**src/klvsd_pkg.sv**
```systemverilog
`default_nettype none

package klvsd_pkg;

    // parser phase
    typedef enum logic [2:0] {
        PH_KEY      = 3'd0,
        PH_LEN_HI   = 3'd1,
        PH_LEN_LO   = 3'd2,
        PH_VALUE    = 3'd3,
        PH_CK_LEN   = 3'd4,
        PH_CK_VALUE = 3'd5
    } t_phase;

    // byte role codes
    localparam logic [2:0] ROLE_KEY      = 3'd0;
    localparam logic [2:0] ROLE_LENGTH   = 3'd1;
    localparam logic [2:0] ROLE_VALUE    = 3'd2;
    localparam logic [2:0] ROLE_CHECKSUM = 3'd3;
    localparam logic [2:0] ROLE_IGNORED  = 3'd4;

    // frame status codes
    localparam logic [2:0] STAT_NOT_LAST  = 3'd0;
    localparam logic [2:0] STAT_COMPLETE  = 3'd1;
    localparam logic [2:0] STAT_CRC_OK    = 3'd2;
    localparam logic [2:0] STAT_CRC_BAD   = 3'd3;
    localparam logic [2:0] STAT_TRUNCATED = 3'd4;

    // configuration register indexes
    localparam logic CFG_KEY_MODE = 1'b0;
    localparam logic CFG_CRC_EN   = 1'b1;

    // crc-16-ccitt constants
    localparam logic [15:0] CRC_PRESET = 16'hFFFF;
    localparam logic [15:0] CRC_POLY   = 16'h1021;
    localparam logic [7:0]  CRC_TAG    = 8'h01;
    localparam logic [7:0]  CRC_LEN    = 8'h02;

    // one labeled result item
    typedef struct packed {
        logic [7:0]  echo_byte;
        logic [2:0]  byte_role;
        logic [3:0]  key_position;
        logic [15:0] value_position;
        logic [15:0] element_length;
        logic        element_done;
        logic [2:0]  frame_status;
        logic [15:0] computed_checksum;
    } t_result;

endpackage

`default_nettype wire

```
**src/klvsd_parse.sv**
```systemverilog
`default_nettype none

module klvsd_parse
    import klvsd_pkg::*;
#(
    parameter int KEY_BYTES = 16
) (
    input  wire logic    i_clk,
    input  wire logic    i_rst_n,
    input  wire logic    i_take,
    input  wire logic [7:0] i_byte,
    input  wire logic    i_last,
    input  wire logic    i_key_mode,
    input  wire logic    i_crc_en,
    output t_result      o_result
);

    localparam logic [4:0] KeyCount = 5'(KEY_BYTES);

    // one byte of crc-16-ccitt, msb first
    function automatic logic [15:0] crc_byte(input logic [15:0] crc, input logic [7:0] b);
        logic [15:0] c;
        c = crc ^ {b, 8'h00};
        for (int k = 0; k < 8; k++) begin
            c = c[15] ? ((c << 1) ^ CRC_POLY) : (c << 1);
        end
        return c;
    endfunction

    t_phase      r_phase,  n_phase;
    logic [3:0]  r_key_count, n_key_count;
    logic [15:0] r_length_accum, n_length_accum;
    logic [15:0] r_value_count, n_value_count;
    logic [15:0] r_crc, n_crc;
    logic [15:0] r_crc_at_tag, n_crc_at_tag;
    logic [15:0] r_rx_crc, n_rx_crc;
    logic        r_stopped, n_stopped;

    logic [15:0] len_lo;
    logic [15:0] value_next;
    logic        verified;
    t_result     res;

    // next state and result for the current byte
    always_comb begin
        n_phase        = r_phase;
        n_key_count    = r_key_count;
        n_length_accum = r_length_accum;
        n_value_count  = r_value_count;
        n_crc          = r_crc;
        n_crc_at_tag   = r_crc_at_tag;
        n_rx_crc       = r_rx_crc;
        n_stopped      = r_stopped;
        verified       = 1'b0;
        res            = '0;
        res.echo_byte  = i_byte;
        len_lo = ((r_phase == PH_CK_LEN) ? 16'h0000 : r_length_accum) | {8'h00, i_byte};
        value_next = r_value_count + 16'd1;

        if (r_stopped) begin
            res.byte_role = ROLE_IGNORED;
        end else begin
            case (r_phase)
                PH_KEY: begin
                    if (i_key_mode) begin
                        res.byte_role    = ROLE_KEY;
                        res.key_position = r_key_count;
                        if (({1'b0, r_key_count} + 5'd1) >= KeyCount) begin
                            n_key_count = '0;
                            n_phase     = PH_LEN_HI;
                        end else begin
                            n_key_count = r_key_count + 4'd1;
                        end
                    end else begin
                        n_key_count    = '0;
                        n_length_accum = '0;
                        if (i_crc_en && i_byte == CRC_TAG) begin
                            res.byte_role = ROLE_CHECKSUM;
                            n_crc_at_tag  = r_crc;
                            n_phase       = PH_CK_LEN;
                        end else begin
                            res.byte_role = ROLE_KEY;
                            n_phase       = PH_LEN_LO;
                        end
                    end
                end
                PH_LEN_HI: begin
                    res.byte_role      = ROLE_LENGTH;
                    n_length_accum     = {i_byte, 8'h00};
                    res.element_length = {i_byte, 8'h00};
                    n_phase            = PH_LEN_LO;
                end
                PH_LEN_LO, PH_CK_LEN: begin
                    if (r_phase == PH_CK_LEN && i_byte == CRC_LEN) begin
                        res.byte_role      = ROLE_CHECKSUM;
                        n_length_accum     = 16'd2;
                        res.element_length = 16'd2;
                        n_value_count      = '0;
                        n_phase            = PH_CK_VALUE;
                    end else begin
                        res.byte_role      = ROLE_LENGTH;
                        n_length_accum     = len_lo;
                        res.element_length = len_lo;
                        n_value_count      = '0;
                        if (len_lo == 16'd0) begin
                            res.element_done = 1'b1;
                            n_phase          = PH_KEY;
                        end else begin
                            n_phase = PH_VALUE;
                        end
                    end
                end
                PH_VALUE: begin
                    res.byte_role      = ROLE_VALUE;
                    res.value_position = r_value_count;
                    res.element_length = r_length_accum;
                    n_value_count      = value_next;
                    if (value_next >= r_length_accum) begin
                        res.element_done = 1'b1;
                        n_value_count    = '0;
                        n_phase          = PH_KEY;
                    end
                end
                PH_CK_VALUE: begin
                    res.byte_role      = ROLE_CHECKSUM;
                    res.value_position = {15'd0, r_value_count[0]};
                    res.element_length = 16'd2;
                    if (r_value_count == 16'd0) begin
                        n_rx_crc      = {i_byte, 8'h00};
                        n_value_count = 16'd1;
                    end else begin
                        n_rx_crc         = {r_rx_crc[15:8], i_byte};
                        n_value_count    = '0;
                        res.element_done = 1'b1;
                        verified         = i_last;
                        n_phase          = PH_KEY;
                    end
                end
                default: begin
                    n_phase = PH_KEY;
                end
            endcase

            n_crc = crc_byte(r_crc, i_byte);

            // frame status on the last byte
            if (i_last) begin
                n_stopped = 1'b1;
                if (verified) begin
                    res.computed_checksum = r_crc_at_tag;
                    res.frame_status = (n_rx_crc == r_crc_at_tag) ? STAT_CRC_OK : STAT_CRC_BAD;
                end else begin
                    res.computed_checksum = n_crc;
                    res.frame_status = res.element_done ? STAT_COMPLETE : STAT_TRUNCATED;
                end
            end
        end
    end

    assign o_result = res;

    // parser state
    always_ff @(posedge i_clk) begin
        if (!i_rst_n) begin
            r_phase        <= PH_KEY;
            r_key_count    <= '0;
            r_length_accum <= '0;
            r_value_count  <= '0;
            r_crc          <= CRC_PRESET;
            r_crc_at_tag   <= CRC_PRESET;
            r_rx_crc       <= '0;
            r_stopped      <= 1'b0;
        end else if (i_take) begin
            r_phase        <= n_phase;
            r_key_count    <= n_key_count;
            r_length_accum <= n_length_accum;
            r_value_count  <= n_value_count;
            r_crc          <= n_crc;
            r_crc_at_tag   <= n_crc_at_tag;
            r_rx_crc       <= n_rx_crc;
            r_stopped      <= n_stopped;
        end
    end

    // checks
    a_last_stops: assert property (@(posedge i_clk) disable iff (!i_rst_n)
        (i_take && i_last) |=> r_stopped)
        else $error("last byte did not stop the parser");

    a_stop_holds: assert property (@(posedge i_clk) disable iff (!i_rst_n)
        r_stopped |=> r_stopped)
        else $error("stopped flag cleared without reset");

    a_value_bound: assert property (@(posedge i_clk) disable iff (!i_rst_n)
        (r_phase == PH_VALUE) |-> (r_value_count < r_length_accum))
        else $error("value count ran past element length");

    a_ck_len: assert property (@(posedge i_clk) disable iff (!i_rst_n)
        (r_phase == PH_CK_VALUE) |-> (r_length_accum == 16'd2 && r_value_count < 16'd2))
        else $error("checksum element state inconsistent");

endmodule

`default_nettype wire

```
**src/klv_set_deframer_crc16_top.sv**
```systemverilog
// KLV set deframer: takes a frame one byte per item on the slave stream and
// returns one labeled item per byte on the master stream (role in tuser,
// element end in tlast). Each byte is parsed by combinational logic
// between the input handshake and the output register, so the block takes
// one byte every clock; the result appears in the cycle after the byte is
// accepted, and the input is held off only while a result waits and the
// receiver is not ready.
// The CRC-16-CCITT update is unrolled to one byte per cycle whenever a byte
// is accepted. After a byte with tlast the block labels every byte as ignored
// until reset. Configuration (index 0 key mode, index 1 checksum enable) must
// be written only while the stream is idle; the block itself does not enforce this.
`default_nettype none

module klv_set_deframer_crc16_top
    import klvsd_pkg::*;
#(
    parameter int KEY_BYTES = 16
) (
    input  wire logic        i_clk,
    input  wire logic        i_rst_n,
    // slave stream
    input  wire logic        i_s_tvalid,
    output logic             o_s_tready,
    input  wire logic [7:0]  i_s_tdata,   // [7:0] frame_byte
    input  wire logic        i_s_tlast,   // frame_last
    // master stream
    output logic             o_m_tvalid,
    input  wire logic        i_m_tready,
    // [7:0] echo_byte, [11:8] key_position, [27:12] value_position,
    // [43:28] element_length, [46:44] frame_status, [62:47] computed_checksum
    output logic [63:0]      o_m_tdata,
    output logic [2:0]       o_m_tuser,   // [2:0] byte_role
    output logic             o_m_tlast,   // element_done
    // configuration write
    input  wire logic        i_cfg_valid,
    output logic             o_cfg_ready,
    input  wire logic        i_cfg_index,
    input  wire logic        i_cfg_data
);

    logic    r_key_mode;
    logic    r_crc_en;
    logic    r_out_valid;
    t_result r_out;
    t_result res;
    logic    take;

    assign o_s_tready  = !r_out_valid || i_m_tready;
    assign take        = i_s_tvalid && o_s_tready;
    assign o_cfg_ready = 1'b1;

    // configuration registers
    always_ff @(posedge i_clk) begin
        if (!i_rst_n) begin
            r_key_mode <= 1'b0;
            r_crc_en   <= 1'b1;
        end else if (i_cfg_valid) begin
            case (i_cfg_index)
                CFG_KEY_MODE: r_key_mode <= i_cfg_data;
                CFG_CRC_EN:   r_crc_en   <= i_cfg_data;
                default:      r_key_mode <= r_key_mode;
            endcase
        end
    end

    klvsd_parse #(
        .KEY_BYTES (KEY_BYTES)
    ) u_parse (
        .i_clk      (i_clk),
        .i_rst_n    (i_rst_n),
        .i_take     (take),
        .i_byte     (i_s_tdata),
        .i_last     (i_s_tlast),
        .i_key_mode (r_key_mode),
        .i_crc_en   (r_crc_en),
        .o_result   (res)
    );

    // output register
    always_ff @(posedge i_clk) begin
        if (!i_rst_n) begin
            r_out_valid <= 1'b0;
        end else if (o_s_tready) begin
            r_out_valid <= i_s_tvalid;
        end
    end

    always_ff @(posedge i_clk) begin
        if (take) begin
            r_out <= res;
        end
    end

    assign o_m_tvalid = r_out_valid;
    assign o_m_tuser  = r_out.byte_role;
    assign o_m_tlast  = r_out.element_done;
    assign o_m_tdata  = {1'b0, r_out.computed_checksum, r_out.frame_status,
                         r_out.element_length, r_out.value_position,
                         r_out.key_position, r_out.echo_byte};

    // checks
    a_ignored_clean: assert property (@(posedge i_clk) disable iff (!i_rst_n)
        (r_out_valid && r_out.byte_role == ROLE_IGNORED) |->
        (r_out.frame_status == STAT_NOT_LAST && r_out.computed_checksum == 16'd0
         && !r_out.element_done))
        else $error("ignored byte carries parse fields");

    a_status_on_last: assert property (@(posedge i_clk) disable iff (!i_rst_n)
        (take && !i_s_tlast) |=> (r_out.frame_status == STAT_NOT_LAST))
        else $error("frame status set on a byte that is not last");

    a_result_follows: assert property (@(posedge i_clk) disable iff (!i_rst_n)
        take |=> r_out_valid)
        else $error("accepted byte produced no result");

endmodule

`default_nettype wire
```
**config.mk**
```make
export PLATFORM = sky130hd
export DESIGN_NAME = klv_set_deframer_crc16_top
export DESIGN_NICKNAME = d
export VERILOG_FILES = /design/src/klvsd_pkg.sv /design/src/klvsd_parse.sv /design/src/klv_set_deframer_crc16_top.sv
export SDC_FILE = /design/constraint.sdc
export NUM_CORES = 1
export LEC_CHECK = 0
export ABC_CLOCK_PERIOD_IN_PS = 11000
export BUFFER_PORTS_ARGS = -buffer_cell sky130_fd_sc_hd__buf_2
export CORE_MARGIN = 1.5
export CORE_UTILIZATION = 63
export DETAILED_ROUTE_END_ITERATION = 8
export PLACE_DENSITY = 0.85
export SYNTH_ARGS = -nofsm -noshare
export SYNTH_HDL_FRONTEND = slang
export SYNTH_HIERARCHICAL = 1
export SYNTH_SLANG_ARGS = --single-unit
```
**constraint.sdc**
```tcl
create_clock -name i_clk -period 11 [get_ports i_clk]
set_input_delay 0.55 -clock i_clk [delete_from_list [all_inputs] [get_ports i_clk]]
set_output_delay 0.55 -clock i_clk [all_outputs]
set_load 0.03 [all_outputs]
```
* After elaboration in Yosys (flattened, before gate mapping)
Cells that the tools add are included.
** Storage, ports and cells
- Register bits :: 158
- Word-level logic and storage cells :: 120
** Cells by class
- $add $sub $neg :: 3
- $lt $le $gt $ge :: 2
- Equal/unequal tests :: 12
- Mux-type cells :: 48
- Bitwise logic cells :: 15
- Reductions and logical operators :: 21
** Operator list (count)
- $mux W16 :: 7
- $mux W13 :: 8
- $pmux W16 S3 :: 2
- $pmux W16 S4 :: 1
- $logic_not A16 Y1 :: 2
- $pmux W16 S2 :: 1
- $pmux W3 S5 :: 2
- $mux W3 :: 8
- $not A3 Y3 :: 8
- $mux W19 :: 1
- $add A16 B1 Y16 const B :: 1
- $eq A16 B16 Y1 :: 1
- $ge A16 B16 Y1 :: 1
- $or A16 B8 Y16 :: 1
- $xor A16 B16 Y16 :: 1
- $mux W1 :: 12
- $reduce_and A5 Y1 :: 2
- $eq A8 B1 Y1 const B :: 1
- $eq A8 B2 Y1 const B :: 1
- $mux W4 :: 2
- $eq A3 B2 Y1 const B :: 2
- $eq A3 B3 Y1 const B :: 2
- $mux W2 :: 3
- $reduce_and A2 Y1 :: 3
- 18 further kinds :: 28

* Logic depth before layout (Yosys ltp)
- Word-level depth :: 18
- Gate-level depth with buffers :: 16

* Cells and area by module
The synthesis kept the hierarchy.
** Modules (own cells, without submodules)
- klvsd_parse :: instances 1, cells each 733, area each 5726.7 sq um
- klv_set_deframer_crc16_top :: instances 1, cells each 85, area each 2168.3 sq um

* Worst setup path before layout
OpenSTA, ideal clock, no wires.
- Path type :: input port to flip-flop
- Start point :: in i_m_tready
- End point :: reg u_parse.r_length_accum[0]
- Arrival :: 3.758 ns
- Setup slack :: 7.124 ns
- Stages :: 10
- Buffers on the path :: 2
- Cells stage by stage :: nand2b_4 > and2_1 > nor2b_1 > clkbuf_1 > nand3_1 > a21oi_1 > o21ai_1 > clkbuf_1 > a22oi_1 > nor2b_1
** Between the ends
- Longest elaborated chain between the ends :: 3
** RTL lines
- from (decl) :: line klv_set_deframer_crc16_top.sv:28 : input wire logic i_m_tready,
- $logic_or A1 B1 Y1 :: line klv_set_deframer_crc16_top.sv:48 : assign o_s_tready = !r_out_valid || i_m_tready;
- $logic_and A1 B1 Y1 :: line klv_set_deframer_crc16_top.sv:49 : assign take = i_s_tvalid && o_s_tready;
- net take :: line klv_set_deframer_crc16_top.sv:46 : logic take;
- $reduce_and A4 Y1 (no line)
- to (signal assigned) :: line klvsd_parse.sv:176 : r_length_accum <= n_length_accum;
- to (decl) :: line klvsd_parse.sv:32 : logic [15:0] r_length_accum, n_length_accum;
The timed path passes the listed nets, and every way through them passes these cells.
A chain may end at the register's enable or synchronous reset.

* Final worst setup path
- Start point :: reg u_parse.r_value_count[0]
- End point :: reg u_parse.r_value_count[13]
** Between the ends
- Longest elaborated chain between the ends :: 4
** RTL lines
- from (decl) :: line klvsd_parse.sv:33 : logic [15:0] r_value_count, n_value_count;
- from (signal assigned) :: line klvsd_parse.sv:177 : r_value_count <= n_value_count;
- $add A16 B1 Y16 * :: line klvsd_parse.sv:58 : value_next = r_value_count + 16'd1;
- $ge A16 B16 Y1 :: line klvsd_parse.sv:118 : if (value_next >= r_length_accum) begin
- $mux W16 * :: line klvsd_parse.sv:118
- $pmux W16 S3 * :: line klvsd_parse.sv:63 : case (r_phase)
Every way passes the cells marked *; elsewhere a longest branch is shown, timed or not.

==> flow_summary.toml <==
[route]
total_routed_length_mm = 18.72
route.detailed.wl_per_inst_um = 18.02
dr.pass1.iters = 5
route.detailed.drc = 0
drtAntennaViolNets = 0
route.vias.total = 6333
detailedRoute.firstIterationViolations = 519
vias_per_cell = 6.095

[clock_tree]
clkSinkCount = 157
clockRootBuffer = "sky130_fd_sc_hd__clkbuf_16"
cts_hold_buffers = 0
cts_setup_buffers = 0
clockBufferDepth = 2
htree_levels = 4
clkLatencyLatePin_ns = 0.43
clkSlewWorstSetupHoldPaths_ns = 0.06
post_cts_resized = 0
cts-buffers-inserted = 17
tritoncts = "done"

[worst_setup_path]
cell_occurring_most_often_along_the_worst_timing_path = "sky130_fd_sc_hd__and3_1"
crit_path_cell_trace = "and3_1, nand3_1, nor2_1, and3_1, xor2_1, ha_1, a21oi_1, o21ai_0, a2111oi_0, o31a_1, o2111ai_1, buf_4, or3_1, o221ai_1"
critical_path.max_fanout = 20
worst-endpoint-arrival_ns = 4.20
end_kind = "flop"
worst_path_max_delay_cell = "sky130_fd_sc_hd__dfxtp_1"
path_class = "reg -> reg"
cpPeakStageDelay_ns = 0.47
r2r_setup_slack_ns = 7.13
r2r_start = "u_parse/r_value_count[0]"
cp_top_family = "simple AND/OR/NAND/NOR gates"
critical_path.startpoint_type = "flop"
worst_r2r_path_depth = 14
crit_buf_inv = 1
worst_r2r_endpoint = "u_parse/r_value_count[13]"
cp_data_required_time_ns = 11.34

[sta]
report.final.hold_viol_count = 0
tightest_slew_ns = 1.213
setup_viol_count_final = 0
worst_clock_skew_ns = 0.01036
final.period_utilization = 0.3515
time_the_worst_path_needs_with_i_o_delays_and_setup_ns = 3.866
final_max_slew_viol_count = 0
grt_setup_unrepaired = "no"
maxClockFrequency_mhz = 258.7
maxSlewHeadroom = 0.1885
tns_ns = 0

[die]
dieArea_um2 = 13210
die_h_um = 114.9
core_area_um2 = 12110
number_of_cell_rows = 40
floorplan.die.width_um = 114.9
top_level_ports = 87
initial_util = 0.6519

[hold_path]
worstHoldPathCells = 3
hold_wc_startpoint = "i_s_tvalid"
holdCritPathClass = "in -> reg"
timing.hold.worst_endpoint = "o_m_tvalid"

[global_routing]
grt_pass1_vias = 5971
antenna_violations_before_repair = 0
grt.total_usage = 0.2938
grt_start_max_net_pins = 102
grt_pass1_wl_mm = 29.80
grt_remaining_overflow = 0

[cells_and_area]
num_antenna_cells = 0
share_of_layout_cells_above_drive_strength_1 = 0.1538
syn2layout_area_growth_pct = 11.27
num-nets-final = 893
layout.core_utilization = 0.7253

[synth]
ys_seq_area_frac = 0.4830
yosys-top-cells-area = "sky130_fd_sc_hd__edfxtp_1 (25%), sky130_fd_sc_hd__dfxtp_1 (23%), sky130_fd_sc_hd__nand2_1 (5.0%)"
syn_nets = 853
synthDistinctLibCells = 66
synthArstFlopShare = 0
netlist.top_cell.by_area = "sky130_fd_sc_hd__edfxtp_1"
synth_enable_flop_cells = 67
ys_seq_elements = 157
yosys.area.top_type_share = 0.2548
ys_dominant_reg_cell = "sky130_fd_sc_hd__dfxtp_1"
yosysWarningCount = 6
syn-cell-area_um2 = 7895
netlist_instances = 818
synthesis.area_per_instance_um2 = 9.652

[status]
outcome = "finished clean"

[pwr]
total_leakage_power_nw = 3.420
pwr_density_cell_nw_per_um2 = 167.0
vdd_drop_max_v = 0.0001446

[place]
placement.io_buffers = 84
place.gp.congestion = 0.9245
dpl.hpwl_mm = 12.37

[flow_run]
cap_violations = 0
[metrics by stage]
step	total power, mW	std cells	hold WS [ns]	worst slack, ns	instance area, µm²
3_5_place_dp	0.8819	1007	0.4765	7.217	8170
3_3_place_gp	0.8761	1007	0.4487	7.394	8170
4_1_cts	1.471	1039	0.3553	7.203	8785
2_1_floorplan	0.8321	818	0.4363	7.124	7895
5_1_grt	1.513	1039	0.3721	6.778	8785
6_report	1.467	1039	0.3706	7.134	8785
[flip-flops by register name, indices dropped and copies added (netlist names)]
| name | cells |
|---|---|
| u_parse/r_length_accum | 16 |
| u_parse/r_phase | 3 |
| u_parse/r_key_count | 4 |
| o_m_tlast | 1 |
| u_parse/r_stopped | 1 |
| u_parse/r_crc_at_tag | 16 |
| o_m_tuser | 3 |
| u_parse/r_rx_crc | 15 |
| o_m_tvalid | 1 |
| r_key_mode | 1 |
| o_m_tdata | 63 |
| u_parse/r_crc | 16 |
| r_crc_en | 1 |
| u_parse/r_value_count | 16 |
[layout by cell type (no fill, tap or decap), types with 27 or more instances in the layout]
cell,Yosys,routed
sky130_fd_sc_hd__inv_1,27,27
sky130_fd_sc_hd__nand3_1,31,31
sky130_fd_sc_hd__and2_1,30,29
sky130_fd_sc_hd__dfxtp_1,90,90
sky130_fd_sc_hd__buf_2,4,84
sky130_fd_sc_hd__nand2_1,106,106
sky130_fd_sc_hd__nor2_1,55,55
sky130_fd_sc_hd__a22oi_1,30,30
sky130_fd_sc_hd__edfxtp_1,67,67
sky130_fd_sc_hd__xnor2_1,29,29
[layout make-up]
type | count | area (µm²)
inverters | 27 | 101.3
well taps | 168 | 210.2
clock inverters | 8 | 75.07
flip-flops and latches | 157 | 3814
fillers | 906 | 3327
multi-input cells | 565 | 3580
repair buffers | 90 | 465.4
clock buffers | 24 | 539.3
[Yosys cell counts (25+ instances only)]
cell type	instances
sky130_fd_sc_hd__nand2_1	106
sky130_fd_sc_hd__dfxtp_1	90
sky130_fd_sc_hd__edfxtp_1	67
sky130_fd_sc_hd__nor2_1	55
sky130_fd_sc_hd__clkbuf_1	42
sky130_fd_sc_hd__nand3_1	31
sky130_fd_sc_hd__a22oi_1	30
sky130_fd_sc_hd__and2_1	30
sky130_fd_sc_hd__xnor2_1	29
sky130_fd_sc_hd__inv_1	27
sky130_fd_sc_hd__mux2i_1	25
sky130_fd_sc_hd__o21ai_0	25
[tightest hold or removal path: cells and delay by family]
| kind | cells | cell delay (ns) |
|---|---|---|
| buf+inv | 2 | 0.14 |
| compound gates | 1 | 0.05 |
[worst max path at each step]
| stage | from | to | slack, ns | cells past startpoint |
|---|---|---|---|---|
| 2_1_floorplan | i_m_tready | u_parse/r_length_accum[0] | 7.12 | 10 |
| 3_3_place_gp | i_m_tready | u_parse/r_value_count[2] | 7.39 | 9 |
| 3_5_place_dp | u_parse/r_value_count[0] | u_parse/r_value_count[13] | 7.22 | 14 |
| 4_1_cts | u_parse/r_value_count[0] | u_parse/r_value_count[13] | 7.20 | 14 |
| 5_1_grt | u_parse/r_value_count[0] | u_parse/r_value_count[12] | 6.78 | 14 |
| 6_report | u_parse/r_value_count[0] | u_parse/r_value_count[13] | 7.13 | 14 |
[per-layer routing]
| metal | up-vias | global-route usage | part of all wire | wire length (µm) |
|---|---|---|---|---|
| li1 | 2943 | - | - | - |
| met1 | 3052 | 0.3696 | 0.41 | 7648 |
| met2 | 282 | 0.4893 | 0.49 | 9199 |
| met3 | 56 | 0.07064 | 0.070 | 1304 |
| met4 | 0 | 0.1202 | 0.031 | 572 |
| met5 | - | 0 | 0 | 0 |
[power by group]
group / switching [mW] / internal, mW / total [mW]
registers: 0.0203 / 0.642 / 0.663
logic: 0.146 / 0.0657 / 0.212
clock network: 0.226 / 0.366 / 0.592
total: 0.393 / 1.07 / 1.47
[cell families after synthesis]
family,Yosys count,synth area share
multiplexers,25,0.03170
buffers and inverters,96,0.06371
XOR/XNOR,51,0.05658
other,2,0.0009512
AO/OA/AOI/OAI,155,0.1330
AND/OR/NAND/NOR,313,0.2010
flip-flops,157,0.4830
adder cells (fa/ha/maj),19,0.03011
Power figures use the tool's default switching activity.
